## src/rtl/core/box_open_close_animator_assert.svh

```systemverilog
// Assertion macros for the box animator RTL.
`ifndef BOX_OPEN_CLOSE_ANIMATOR_ASSERT_SVH
`define BOX_OPEN_CLOSE_ANIMATOR_ASSERT_SVH

// Same-cycle implication, checked outside reset.
`define BOXOC_ASSERT_NOW(label, clk, rstn, ante, cons) \
    label: assert property (@(posedge clk) disable iff (!(rstn)) (ante) |-> (cons)) \
        else $error("assertion failed");

// Next-cycle implication, checked outside reset.
`define BOXOC_ASSERT_NEXT(label, clk, rstn, ante, cons) \
    label: assert property (@(posedge clk) disable iff (!(rstn)) (ante) |=> (cons)) \
        else $error("assertion failed");

`endif

```

## src/rtl/core/boxoc_pkg.sv

```systemverilog
// Types and constants for the box open/close animator.
package boxoc_pkg;

    localparam int SCALE_W = 13;
    localparam int KIND_W  = 8;
    localparam int CUR_W   = 2;

    localparam logic [SCALE_W-1:0] SCALE_ONE   = 13'd4096;
    localparam logic [SCALE_W-1:0] SCALE_FLOOR = 13'd64;
    localparam logic [SCALE_W-1:0] SHUT_LIMIT  = 13'd5;
    localparam logic [SCALE_W:0]   STEP_OUT    = 14'd768;
    localparam logic [SCALE_W:0]   STEP_IN     = 14'd200;
    localparam logic [KIND_W-1:0]  KIND_OPEN   = 8'hF0;
    // ceil(2^17 / 3): exact divide by three for values below 2^16
    localparam logic [15:0]        DIV3_RECIP  = 16'hAAAB;

    localparam logic [CUR_W-1:0] CUR_NONE = 2'd0;
    localparam logic [CUR_W-1:0] CUR_HIDE = 2'd1;
    localparam logic [CUR_W-1:0] CUR_SHOW = 2'd2;

    localparam logic [3:0] MOT_HOLD     = 4'd0;
    localparam logic [3:0] MOT_GROW     = 4'd1;
    localparam logic [3:0] MOT_UNROLL   = 4'd2;
    localparam logic [3:0] MOT_ROLL     = 4'd3;
    localparam logic [3:0] MOT_OPEN     = 4'd4;
    localparam logic [3:0] MOT_SHUT     = 4'd5;
    localparam logic [3:0] MOT_SHRINK   = 4'd6;
    localparam logic [3:0] MOT_COLLAPSE = 4'd7;

    typedef struct packed {
        logic [KIND_W-1:0]  kind_byte;
        logic [SCALE_W-1:0] width_scale;
        logic [SCALE_W-1:0] height_scale;
        logic [SCALE_W-1:0] overall_scale;
    } box_in_t;

    typedef struct packed {
        logic [KIND_W-1:0]  next_kind_byte;
        logic [SCALE_W-1:0] next_width_scale;
        logic [SCALE_W-1:0] next_height_scale;
        logic [SCALE_W-1:0] next_overall_scale;
        logic               still_running;
        logic [CUR_W-1:0]   cursor_command;
    } box_out_t;

endpackage

```

## src/rtl/core/boxoc_step.sv

```systemverilog
// Combinational one-frame update of a box record.
module boxoc_step (
    input  boxoc_pkg::box_in_t  box_in,
    output boxoc_pkg::box_out_t box_out
);
    import boxoc_pkg::*;

    logic [SCALE_W-1:0] w, h, s;
    logic [KIND_W-1:0]  kind;
    logic [SCALE_W:0]   w_grow, h_grow, h_up, h_roll, w_coll, h_coll;
    logic [28:0]        w_prod, h_prod;
    logic [SCALE_W-1:0] w_shr, h_shr;

    // Scales above unity saturate before use.
    assign w    = (box_in.width_scale  > SCALE_ONE) ? SCALE_ONE : box_in.width_scale;
    assign h    = (box_in.height_scale > SCALE_ONE) ? SCALE_ONE : box_in.height_scale;
    assign s    = (box_in.overall_scale > SCALE_ONE) ? SCALE_ONE : box_in.overall_scale;
    assign kind = box_in.kind_byte;

    assign w_grow = {1'b0, w} + {2'b00, w[SCALE_W-1:1]};
    assign h_grow = {1'b0, h} + {2'b00, h[SCALE_W-1:1]};
    assign h_up   = {1'b0, h} + STEP_OUT;
    assign h_roll = {1'b0, h} - STEP_IN;
    assign w_coll = {1'b0, w} - STEP_IN;
    assign h_coll = {1'b0, h} - STEP_IN;

    // Divide by three through a reciprocal multiply.
    assign w_prod = w * DIV3_RECIP;
    assign h_prod = h * DIV3_RECIP;
    assign w_shr  = w - {1'b0, w_prod[28:17]};
    assign h_shr  = h - {1'b0, h_prod[28:17]};

    always_comb begin
        box_out.next_kind_byte     = kind;
        box_out.next_width_scale   = w;
        box_out.next_height_scale  = h;
        box_out.next_overall_scale = s;
        box_out.still_running      = 1'b1;
        box_out.cursor_command     = CUR_NONE;
        unique case (kind[3:0])
            MOT_GROW: begin
                box_out.cursor_command   = CUR_HIDE;
                box_out.next_width_scale = w_grow[SCALE_W-1:0];
                if (w_grow >= {1'b0, SCALE_ONE}) begin
                    box_out.next_width_scale  = SCALE_ONE;
                    box_out.next_height_scale = h_grow[SCALE_W-1:0];
                    if (h_grow >= {1'b0, SCALE_ONE}) begin
                        box_out.cursor_command     = CUR_SHOW;
                        box_out.next_height_scale  = SCALE_ONE;
                        box_out.next_overall_scale = SCALE_ONE;
                        box_out.next_kind_byte     = {kind[7:4], 4'h0};
                    end
                end
            end
            MOT_UNROLL: begin
                box_out.next_width_scale  = SCALE_ONE;
                box_out.next_height_scale = h_up[SCALE_W-1:0];
                if (h_up >= {1'b0, SCALE_ONE}) begin
                    box_out.next_height_scale  = SCALE_ONE;
                    box_out.next_overall_scale = SCALE_ONE;
                    box_out.next_kind_byte     = KIND_OPEN;
                end
            end
            MOT_ROLL: begin
                box_out.next_width_scale  = SCALE_ONE;
                box_out.next_height_scale = h_roll[SCALE_W-1:0];
                if (h_roll[SCALE_W]) begin
                    box_out.next_width_scale   = '0;
                    box_out.next_height_scale  = '0;
                    box_out.next_overall_scale = '0;
                    box_out.next_kind_byte     = '0;
                    box_out.still_running      = 1'b0;
                end
            end
            MOT_OPEN: begin
                box_out.next_width_scale   = SCALE_ONE;
                box_out.next_height_scale  = SCALE_ONE;
                box_out.next_overall_scale = SCALE_ONE;
                box_out.next_kind_byte     = {kind[7:4], 4'h0};
                box_out.cursor_command     = CUR_SHOW;
            end
            MOT_SHUT: begin
                box_out.next_width_scale   = '0;
                box_out.next_height_scale  = '0;
                box_out.next_overall_scale = '0;
                box_out.next_kind_byte     = '0;
                box_out.cursor_command     = CUR_HIDE;
                box_out.still_running      = 1'b0;
            end
            MOT_SHRINK: begin
                box_out.cursor_command    = CUR_HIDE;
                box_out.next_height_scale = h_shr;
                if (h_shr <= SCALE_FLOOR) begin
                    box_out.next_width_scale  = w_shr;
                    box_out.next_height_scale = SCALE_FLOOR;
                    if (w_shr < SHUT_LIMIT) begin
                        box_out.next_width_scale   = '0;
                        box_out.next_height_scale  = '0;
                        box_out.next_overall_scale = SCALE_ONE;
                        box_out.next_kind_byte     = '0;
                        box_out.still_running      = 1'b0;
                    end
                end
            end
            MOT_COLLAPSE: begin
                box_out.next_width_scale  = w_coll[SCALE_W-1:0];
                box_out.next_height_scale = h_coll[SCALE_W-1:0];
                if (w_coll[SCALE_W]) begin
                    box_out.next_width_scale   = '0;
                    box_out.next_height_scale  = '0;
                    box_out.next_overall_scale = SCALE_ONE;
                    box_out.next_kind_byte     = '0;
                end else if (h_coll[SCALE_W]) begin
                    box_out.next_height_scale = '0;
                end
            end
            default: begin
                // Hold and the unused selectors leave the record alone.
                box_out.next_kind_byte = kind;
            end
        endcase
    end

endmodule

```

## src/rtl/core/box_open_close_animator.sv

```systemverilog
// Box animator top level: input register, frame update and result register.
// Path: an accepted item is captured in the input register, passes through the frame
// update and is presented on the result ports once captured in the result register.
// Throughput: one item per cycle; the two registers form a pipeline that stalls only
// when the result side withholds m_ready.
// Reset (aresetn low, synchronous) empties both stages; payload registers are not reset.
`include "box_open_close_animator_assert.svh"

module box_open_close_animator (
    input  logic                                aclk,
    input  logic                                aresetn,
    input  logic                                s_valid,
    output logic                                s_ready,
    input  logic [boxoc_pkg::KIND_W-1:0]        s_kind_byte,
    input  logic [boxoc_pkg::SCALE_W-1:0]       s_width_scale,
    input  logic [boxoc_pkg::SCALE_W-1:0]       s_height_scale,
    input  logic [boxoc_pkg::SCALE_W-1:0]       s_overall_scale,
    output logic                                m_valid,
    input  logic                                m_ready,
    output logic [boxoc_pkg::KIND_W-1:0]        m_next_kind_byte,
    output logic [boxoc_pkg::SCALE_W-1:0]       m_next_width_scale,
    output logic [boxoc_pkg::SCALE_W-1:0]       m_next_height_scale,
    output logic [boxoc_pkg::SCALE_W-1:0]       m_next_overall_scale,
    output logic                                m_still_running,
    output logic [boxoc_pkg::CUR_W-1:0]         m_cursor_command
);
    import boxoc_pkg::*;

    logic     in_valid_reg, in_valid_next;
    logic     out_valid_reg, out_valid_next;
    box_in_t  in_reg;
    box_out_t out_reg;
    box_out_t step_out;
    logic     out_free, in_free;

    // The result stage moves on when empty or when its item is taken.
    assign out_free = !out_valid_reg || m_ready;
    assign in_free  = !in_valid_reg || out_free;
    assign s_ready  = in_free;

    boxoc_step u_step (
        .box_in  (in_reg),
        .box_out (step_out)
    );

    always_comb begin
        in_valid_next  = in_free  ? s_valid      : in_valid_reg;
        out_valid_next = out_free ? in_valid_reg : out_valid_reg;
    end

    always_ff @(posedge aclk) begin
        if (!aresetn) begin
            in_valid_reg  <= 1'b0;
            out_valid_reg <= 1'b0;
        end else begin
            in_valid_reg  <= in_valid_next;
            out_valid_reg <= out_valid_next;
        end
    end

    always_ff @(posedge aclk) begin
        if (in_free && s_valid) begin
            in_reg.kind_byte     <= s_kind_byte;
            in_reg.width_scale   <= s_width_scale;
            in_reg.height_scale  <= s_height_scale;
            in_reg.overall_scale <= s_overall_scale;
        end
        if (out_free && in_valid_reg) begin
            out_reg <= step_out;
        end
    end

    assign m_valid              = out_valid_reg;
    assign m_next_kind_byte     = out_reg.next_kind_byte;
    assign m_next_width_scale   = out_reg.next_width_scale;
    assign m_next_height_scale  = out_reg.next_height_scale;
    assign m_next_overall_scale = out_reg.next_overall_scale;
    assign m_still_running      = out_reg.still_running;
    assign m_cursor_command     = out_reg.cursor_command;

    // An accepted item always lands in the input stage.
    `BOXOC_ASSERT_NEXT(a_accept_fills, aclk, aresetn, s_valid && s_ready, in_valid_reg)
    // A full input stage with a free result stage hands its item on.
    `BOXOC_ASSERT_NEXT(a_stage_moves, aclk, aresetn, in_valid_reg && out_free, out_valid_reg)
    // A box that is gone carries a zero kind byte.
    `BOXOC_ASSERT_NOW(a_gone_kind, aclk, aresetn, m_valid && !m_still_running,
                      m_next_kind_byte == '0)
    // Showing the cursor only happens once the box is fully open.
    `BOXOC_ASSERT_NOW(a_show_open, aclk, aresetn, m_valid && (m_cursor_command == CUR_SHOW),
                      (m_next_width_scale == SCALE_ONE) && (m_next_height_scale == SCALE_ONE)
                      && (m_next_kind_byte[3:0] == 4'h0))

endmodule
```

## config.mk

```make
export PLATFORM = sky130hd
export DESIGN_NAME = box_open_close_animator
export DESIGN_NICKNAME = d
export VERILOG_FILES = /design/src/rtl/core/boxoc_pkg.sv /design/src/rtl/core/boxoc_step.sv /design/src/rtl/core/box_open_close_animator.sv
export VERILOG_INCLUDE_DIRS = /design/src /design/src/rtl/core
export SDC_FILE = /design/constraint.sdc
export NUM_CORES = 1
export LEC_CHECK = 0
export BUFFER_PORTS_ARGS = -buffer_cell sky130_fd_sc_hd__buf_2
export CORE_MARGIN = 2
export CORE_UTILIZATION = 40
export DETAILED_ROUTE_END_ITERATION = 8
export HOLD_SLACK_MARGIN = 0.12
export PLACE_DENSITY = 0.59
export SYNTH_ARGS = -nofsm -noshare
export SYNTH_HDL_FRONTEND = slang
export SYNTH_SLANG_ARGS = --single-unit
```

## constraint.sdc

```tcl
create_clock -name aclk -period 22.2 [get_ports aclk]
set_clock_uncertainty 0.2 [all_clocks]
set_input_delay 3.33 -clock aclk [delete_from_list [all_inputs] [get_ports aclk]]
set_output_delay 3.33 -clock aclk [all_outputs]
set_load 0.005 [all_outputs]
```

# After elaboration in Yosys (flattened, before gate mapping)
# Index checks and enable logic that the tools add are counted.
op_classes:
  n_reduce_logical: 7
  order_cmp: 8
  n_mul: 2
  eq_ne: 7
  mux: 21
  add_sub_neg: 7
ops:
  columns: ["op", "count"]
  rows:
  - ["case mux 39 bit (7 select lines)", 1]
  - ["2-to-1 mux 48 bit", 3]
  - ["2-to-1 mux 13 bit", 6]
  - ["multiplier 13 x 16 -> 29 bit, second input constant", 2]
  - ["case mux 8 bit (7 select lines)", 1]
  - ["2-to-1 mux 26 bit", 2]
  - ["2-to-1 mux 43 bit", 1]
  - [">= comparator 14 x 13 -> 1 bit, second input constant", 3]
  - ["greater-than comparator 13 bit, second input constant", 3]
  - ["adder 13 x 12 -> 14 bit", 2]
  - ["subtractor 13 x 8 -> 14 bit, second input constant", 2]
  - ["subtractor 13 x 12 -> 13 bit", 2]
  - ["2-to-1 mux 21 bit", 1]
  - ["== test 4 x 3 -> 1 bit, second input constant", 4]
  - ["adder 13 x 10 -> 14 bit, second input constant", 1]
  - ["less-or-equal comparator 13 x 7 -> 1 bit, second input constant", 1]
  - ["less-than comparator 13 x 3 -> 1 bit, second input constant", 1]
  - ["== test 4 x 2 -> 1 bit, second input constant", 2]
  - ["2-to-1 mux 8 bit", 1]
  - ["case mux 2 bit (3 select lines)", 1]
  - ["== test 4 x 1 -> 1 bit, second input constant", 1]
  - ["2-to-1 mux 2 bit", 2]
  - ["2-to-1 mux 4 bit", 1]
  - ["case mux 1 bit (3 select lines)", 1]
  - ["4 further kinds", 7]
word_totals:
  ff_bits: 99
  output_inout_bits: 52
  word_cells: 64
  inputBits: 51

# Logic depth before layout (Yosys ltp)
# Gate-level depths: netlist (run 1).
depth:
  depth_word: 8
  ltp_mapped: 36

# Hierarchy
# From an unflattened synthesis (run 1), not the netlist that was laid out.
unflattened:
  hier_cells: 1314
  hier_area_um2: 12644.6
modules_own_cells:
  columns: ["mod", "cells_per_inst", "area_per_inst_um2", "n_inst"]
  rows:
  - ["boxoc_step", 1208, 9628.0, 1]
  - ["box_open_close_animator", 106, 3016.6, 1]

# Worst setup path before layout (run 1)
# No wires, ideal clock.
synth_timing:
  kind: "register -> register"
  startpoint: "reg in_reg[25] (netlist bit)"
  endpoint: "reg out_reg, in the netlist m_still_running, data pin"
  arrival_ns: 8.637
  period_less_slack_ns: 9.097
  path_slack_ns: 13.103
  n_path_buf: 3
  stages_incl_launch_ff: 32
  t_required_ns: 21.739
  path_cell_list: "edfxtp_1 -> clkbuf_1 -> clkbuf_1 -> clkbuf_1 -> nand2b_1 -> inv_1 -> ha_1 -> fa_1 -> fa_1 -> fa_1 -> inv_1 -> fa_1 -> inv_1 -> ha_1 -> and4_1 -> a2111o_1 -> a2111oi_0 -> o21ai_0 -> a31oi_1 -> a21boi_0 -> o21a_1 -> or2_2 -> ha_1 -> a2111oi_0 -> a211oi_1 -> o21ai_0 -> mux2i_1 -> o21ai_0 -> a2111oi_4 -> nand3_2 -> or3_1 -> a221o_1"
synth_lines:
  columns: ["item", "line_no", "rtl"]
  rows:
  - ["start, declared", "box_open_close_animator.sv:31", "box_in_t in_reg;"]
  - ["end signal, assigned", "box_open_close_animator.sv:69", "out_reg <= step_out;"]
  - ["end, declared", "box_open_close_animator.sv:32", "box_out_t out_reg;"]

==> results of run 1 <==
## worst reg2reg max path: cells and delay by family, from the launching register on
kind,cells,cell delay (ns)
AND/OR/NAND/NOR,4,1.33
multiplexers,1,0.22
AO/OA/AOI/OAI,13,4.50
adder cells (fa/ha/maj),7,2.92
buffers and inverters,4,0.62
flip-flops,1,0.36
## through the flow
step,hold WS [ns],util,setup slack [ns]
after CTS,0.328,0.445,11.85
after detailed placement,0.309,0.436,11.87
after global routing,0.389,0.445,11.03
after global placement,0.306,0.436,12.20
final,0.322,0.445,11.76
after floorplan,0.277,-,13.10
## routing by layer
metal / vias to the layer above / global-route usage / share of wire
li1: 4860 / - / -
met1: 4809 / 0.262 / 0.44
met2: 193 / 0.358 / 0.50
met3: 38 / 0.0227 / 0.030
met4: 0 / 0.0623 / 0.025
met5: - / 0 / 0
## Yosys cell counts, drive strengths merged, types with 22 or more instances
library cell,number,share of area
nor2,73,0.022
edfxtp,97,0.23
o21ai,72,0.028
nand2,78,0.023
xnor2,36,0.025
fa,104,0.16
nand3,24,0.0099
ha,208,0.20
inv,231,0.068
nor2b,22,0.011
nor3,24,0.0095
a21oi,82,0.032
## cell families after synthesis
group                    synth area share
AO/OA/AOI/OAI                       0.164
adder cells (fa/ha/maj)             0.369
AND/OR/NAND/NOR                     0.115
buffers and inverters              0.0771
flip-flops                          0.233
XOR/XNOR                           0.0366
multiplexers                      0.00562
other                            0.000592
## area by class of cell
cell class	count	area share
sequential	99	0.211
clock inverter	7	0.00519
multi-input combinational	985	0.628
clock buffer	9	0.0161
inverter	231	0.0620
timing repair buffer	111	0.0413
tap	402	0.0360
## final timing paths
path                                  start                              end  slack [ns]
setup / recovery       in_reg[25]$_DFFE_PP_  m_next_width_scale[5]$_DFFE_PP_       11.76
hold / removal    in_valid_reg$_SDFFE_PN0N_             m_valid$_SDFFE_PN0P_        0.32
setup reg to reg       in_reg[25]$_DFFE_PP_  m_next_width_scale[5]$_DFFE_PP_       11.76
hold reg to reg   in_valid_reg$_SDFFE_PN0N_             m_valid$_SDFFE_PN0P_        0.32
## power groups by stage
stage | Clock (W) | Sequential, W | Combinational, W
floorplan | 0 | 0.000228 | 0.000602
global placement | 0 | 0.000230 | 0.000789
detailed placement | 0 | 0.000230 | 0.000799
CTS | 0.000163 | 0.000226 | 0.000808
global route | 0.000169 | 0.000227 | 0.000913
finish | 0.000158 | 0.000226 | 0.000807
==> results.cfg, run 1 <==
[cells_and_area]
layout_common_cells = inv_1 (231), ha_1 (208), fa_1 (104)
n_fill_cell = 3082
largest_reg_flops = 47
layout_commonest_cell = inv_1
design_area_um2 = 14000
instances_no_fill = 1844
nets = 1800
drive_gt1_frac = 0.107
seqCellArea_um2 = 2950
syn2layout_area_growth_pct = 10.1
multi_input_area_um2 = 8780
num_antenna_cells = 0

[clocking]
cts_resized = 0
ctsHoldBuffers = 0
cts-root-buf = clkbuf_16
cts_buffer_depth = 2
clk_latency_ns = 0.37
cts_sinks = 99
cts_tree = done
post_cts_buffers = 0
cts_buffers = 9
clk_pin_slew_ns = 0.07
ctsHtreeMaxLevel = 3

[worst_setup_path]
critical_path.top_delay_family = compound AO/OA/AOI/OAI gates
path_class = reg2reg
worstSetupStartpointType = flip-flop
cp_max_fo = 28
slowest_delay_ns = 0.91
crit_buf_inv = 4
reg2reg_depth = 29
cp_data_arrival_time_ns = 10.32
worstPathRequired_ns = 22.07
end_kind = flip-flop
cp_slowest_cell = o21ai_2
path_depth = 29

[synthesis]
synth_edf_count = 97
synth_cells = 1341
syn_area_per_cell_um2 = 9.47
ys_async_sr_fraction = 0
ys_seq_area_frac = 0.233
synth_area_um2 = 12700
synth_ff_type = edfxtp_1
synth-seq-cells = 99
ys_warn_count = 0
synth_cell_type_count = 71

[drt]
drt_iter0_markers = 544
num_vias = 9900
route.detailed.drc = 0
first_pass_iters = 5
ant_nets = 0
vias_per_cell = 5.37
wl_per_cell_um = 18.0
wl_mm = 33.2

[global_route]
antenna_found_initial = 1
overflow = 0
grt_pass1_vias = 9830
grt_pass1_wl_mm = 52.7
grt_max_degree = 51
grt.total_usage = 0.203

[timing]
fmax_ghz = 0.0958
final-setup-viol-count = 0
fin_tns_setup_ns = 0
final_max_slew_viol_count = 0
rsz0062_at_grt = false
slew_headroom = 0.276
fin_crit_sh = 0.470
hold_violations = 0
period_minus_slack_ns = 10.44
worst_slew_pin_slew_ns = 1.09

[power]
clkPwrFrac = 0.133
peakVddDrop_mv = 0.0586
intPower_w = 0.000634
total_power_w = 0.00119
p_leak_nw = 6.74
combPwrFrac = 0.678
power_frac_seq = 0.190
swShare = 0.468
p_switching_w = 0.000558
powerDensity_nw_per_um2 = 85.2

[placed_design]
postPlaceCellArea_um2 = 13700
port_buffers = 102
hpwlAfterDp_mm = 27.6
routabilityCongestion = 0.877
dpl.cell_count = 1828

[die]
start_util = 0.404
die_y_um = 182
io_pins = 103
dieArea_um2 = 33200
dieWidth_um = 182
core_area_um2 = 31400
std_cell_rows = 65

[job]
cap_violations = 0

[min_path]
min-delay-path-class = reg2reg
min_path_cells = 1

[outcome]
status = completed
Note: power is estimated with default switching activity, not from simulation.
==> inputs of run 2 (changes only) <==
Clock period 22.2 ns to 10.01 ns, I/O delays scaled along.
==> results.cfg, run 2 (synthesis gave the netlist of run 1 again) <==
[worst_setup_path]
worstPathRequired_ns = 9.91
cp_data_arrival_time_ns = 9.31
worstSetupStartpointType = flip-flop
cp_max_fo = 16
slowest_delay_ns = 0.52
cp_common_cell = ha_1
end_kind = flip-flop
path_class = reg2reg
cp_slowest_cell = a2111oi_1

[timing]
fin_crit_sh = 0.940
rsz0062_at_grt = false
period_minus_slack_ns = 9.41
worst_slew_pin_slew_ns = 1.15
slew_headroom = 0.230
hold_violations = 0
fmax_ghz = 0.106
final-setup-viol-count = 0
fin_tns_setup_ns = 0
final_max_slew_viol_count = 0

[placed_design]
port_buffers = 102
routabilityCongestion = 0.884
hpwlAfterDp_mm = 28.4
postPlaceCellArea_um2 = 13800
dpl.cell_count = 1846

[die]
dieArea_um2 = 33200
core_area_um2 = 31400
die_y_um = 182
start_util = 0.404
io_pins = 103
std_cell_rows = 65
dieWidth_um = 182

[cells_and_area]
multi_input_area_um2 = 8780
num_antenna_cells = 0
n_fill_cell = 3073
layout_commonest_cell = inv_1
instances_no_fill = 1864
nets = 1820
seqCellArea_um2 = 2950
utilization = 0.450
syn2layout_area_growth_pct = 11.3
layout_common_cells = inv_1 (231), ha_1 (208), fa_1 (104)
design_area_um2 = 14100
largest_reg_flops = 47
drive_gt1_frac = 0.119

[global_route]
antenna_found_initial = 0
grt_max_degree = 51
grt_pass1_wl_mm = 54.2
overflow = 0
grt.total_usage = 0.208
grt_pass1_vias = 10000

[clocking]
clk_pin_slew_ns = 0.07
ctsHoldBuffers = 0
cts_sinks = 99
cts_buffers = 9
cts-root-buf = clkbuf_16
cts_tree = done
ctsHtreeMaxLevel = 3
cts_buffer_depth = 2
clk_latency_ns = 0.36

[power]
total_power_w = 0.00266
powerDensity_nw_per_um2 = 189
peakVddDrop_mv = 0.190
p_leak_nw = 6.85

[drt]
wl_per_cell_um = 18.2
route.detailed.drc = 0
first_pass_iters = 5
ant_nets = 0
vias_per_cell = 5.33
drt_iter0_markers = 538
num_vias = 9926
wl_mm = 33.9

[job]
cap_violations = 0

[min_path]
min-delay-path-class = reg2reg

[outcome]
status = completed
## run 2: layout make-up
cell class | instances | area share
Clock buffer | 10 | 0.0162
Multi-Input combinational cell | 985 | 0.621
Sequential cell | 99 | 0.209
Tap cell | 402 | 0.0356
Inverter | 231 | 0.0613
Timing Repair Buffer | 131 | 0.0515
Clock inverter | 6 | 0.00505
## run 2: path summary, 6_finish.rpt
| path | start | to | slack (ns) | cells past startpoint |
|---|---|---|---|---|
| min reg2reg | in_valid_reg$_SDFFE_PN0N_ | m_valid$_SDFFE_PN0P_ | 0.32 | 1 |
| min | in_valid_reg$_SDFFE_PN0N_ | m_valid$_SDFFE_PN0P_ | 0.32 | 1 |
| max reg2reg | in_reg[25]$_DFFE_PP_ | m_still_running$_DFFE_PP_ | 0.60 | 29 |
| max | in_reg[25]$_DFFE_PP_ | m_still_running$_DFFE_PP_ | 0.60 | 29 |
## run 2: where the power goes
part	switching, W	leakage (nW)	internal (W)
combinational	0.00105	5.75	0.000750
clock	0.000163	0.145	0.000197
sequential	0.0000151	0.954	0.000486
## run 2: metal layers
layer	vias up	global-route usage	part of all wire
met5	-	0	0
met4	0	0.0477	0.012
met3	29	0.0166	0.021
met2	163	0.373	0.51
met1	4825	0.275	0.45
li1	4909	-	-
## run 2: what timing repair did
| action | CTS | global route |
|---|---|---|
| resized for setup | 0 | 2 |
| setup endpoints to repair | 0 | 39 |
| buffers inserted | 0 | 2 |
## run 2: metrics by stage
stage | hold WS, ns | setup slack [ns]
after floorplan | 0.277 | 0.913
after global placement | 0.305 | 0.460
after detailed placement | 0.306 | 0.167
after CTS | 0.323 | 0.127
after global routing | 0.362 | 0.0140
final | 0.320 | 0.601
## run 2: critical path: cells and delay by family (launching register included)
kind | cells | cell delay, ns
AO/OA/AOI/OAI | 12 | 3.42
adder cells (fa/ha/maj) | 7 | 2.89
AND/OR/NAND/NOR | 5 | 1.44
multiplexers | 1 | 0.23
buffers and inverters | 4 | 0.51
flip-flops | 1 | 0.44
==> inputs of run 3 (changes only) <==
Settings changed: CORE_UTILIZATION 40 to 50, PLACE_DENSITY 0.59 to 0.7.
==> results.cfg, run 3 (synthesis gave the netlist of run 1 again) <==
[power]
powerDensity_nw_per_um2 = 189
p_switching_w = 0.00125
peakVddDrop_mv = 0.185
power_frac_seq = 0.188
intPower_w = 0.00142
combPwrFrac = 0.677
clkPwrFrac = 0.135
p_leak_nw = 6.85
swShare = 0.468

[worst_setup_path]
cp_common_cell = fa_1
slowest_delay_ns = 0.54
end_kind = flip-flop
cp_max_fo = 17
reg2reg_slack_ns = 0.63
worstSetupStartpointType = flip-flop
cp_data_arrival_time_ns = 9.26
path_class = reg2reg
worstPathRequired_ns = 9.89
cp_slowest_cell = fa_1

[cells_and_area]
num_antenna_cells = 0
layout_common_cells = inv_1 (231), ha_1 (208), fa_1 (104)
nets = 1819
layout_commonest_cell = inv_1
syn2layout_area_growth_pct = 10.8
drive_gt1_frac = 0.120
largest_reg_flops = 47
utilization = 0.562

[drt]
wl_mm = 32.7
route.detailed.drc = 0
wl_per_cell_um = 18.3
vias_per_cell = 5.67
first_pass_iters = 5
num_vias = 10200
drt_iter0_markers = 762
ant_nets = 0

[timing]
worst_slew_pin_slew_ns = 1.14
slew_headroom = 0.243
hold_violations = 0
period_minus_slack_ns = 9.38
rsz0062_at_grt = false
fin_tns_setup_ns = 0
fmax_ghz = 0.107
final_max_slew_viol_count = 0
fin_crit_sh = 0.937
final-setup-viol-count = 0

[die]
std_cell_rows = 58
core_area_um2 = 25000
start_util = 0.507
dieArea_um2 = 26700
io_pins = 103
die_y_um = 163
dieWidth_um = 163

[global_route]
antenna_found_initial = 0
overflow = 0
grt_pass1_vias = 10100
grt_max_degree = 51
grt.total_usage = 0.248
grt_pass1_wl_mm = 51.9

[placed_design]
routabilityCongestion = 0.908
port_buffers = 102
hpwlAfterDp_mm = 27.0

[clocking]
clk_pin_slew_ns = 0.08
cts_tree = done
ctsHtreeMaxLevel = 3
cts_sinks = 99
cts_buffer_depth = 2
cts_buffers = 9
cts-root-buf = clkbuf_16
clk_latency_ns = 0.36

[outcome]
status = completed

[job]
cap_violations = 0

[min_path]
min-delay-path-class = reg2reg
## run 3: worst paths after layout
path / start / to / cells after the start
worst max-delay path: in_reg[25]$_DFFE_PP_ / m_next_kind_byte[1]$_DFFE_PP_ / 31
worst min-delay path: in_valid_reg$_SDFFE_PN0N_ / m_valid$_SDFFE_PN0P_ / 1
worst max register to register: in_reg[25]$_DFFE_PP_ / m_next_kind_byte[1]$_DFFE_PP_ / 31
worst min register to register: in_valid_reg$_SDFFE_PN0N_ / m_valid$_SDFFE_PN0P_ / 1
## run 3: timing repair
item / in CTS / in global routing
endpoints found under the setup margin: 0 / 36
hold buffers: 0 / 0
gates resized for setup: 0 / 5
buffers inserted: 0 / 4
## run 3: worst max-delay path, delay by kind of cell (launching register included)
family	cells	cell delay, ns
AOI/OAI and AO/OA	13	3.62
adders and majority gates	7	2.97
buffers and inverters	6	0.81
DFF	1	0.36
muxes	1	0.22
and+or+nand+nor	4	0.90
## run 3: metrics by stage
stage	cells	setup WS (ns)	instance area (um2)	hold slack (ns)	total power (W)
floorplan	1342	0.913	12700	0.277	0.00184
global placement	1771	0.462	13700	0.299	0.00226
detailed placement	1771	0.185	13700	0.313	0.00228
CTS	1787	0.121	14000	0.329	0.00266
global route	1791	0.0530	14100	0.376	0.00293
finish	1791	0.627	14100	0.324	0.00266
## run 3: power groups by stage
stage	logic [W]	registers [W]	clock network [W]
final	0.00180	0.000501	0.000360
after global routing	0.00204	0.000503	0.000380
after CTS	0.00179	0.000502	0.000367
after detailed placement	0.00177	0.000511	0
after global placement	0.00175	0.000511	0
after floorplan	0.00134	0.000505	0
## run 3: per-layer routing
layer  vias up  GRT usage  share of wire
met1      4926      0.327           0.42
met4         0     0.0792          0.024
met5         -          0              0
li1       4894          -              -
met3        47     0.0201          0.043
met2       285      0.434           0.51
## run 3: cell type report
type,count,area (um2)
clock buffer,9,225
clock inverter,7,80.1
fill,2285,11000
inverter,231,867
multi-input combinational,985,8790
sequential,99,2950
tap,330,413
timing repair buffer,130,733
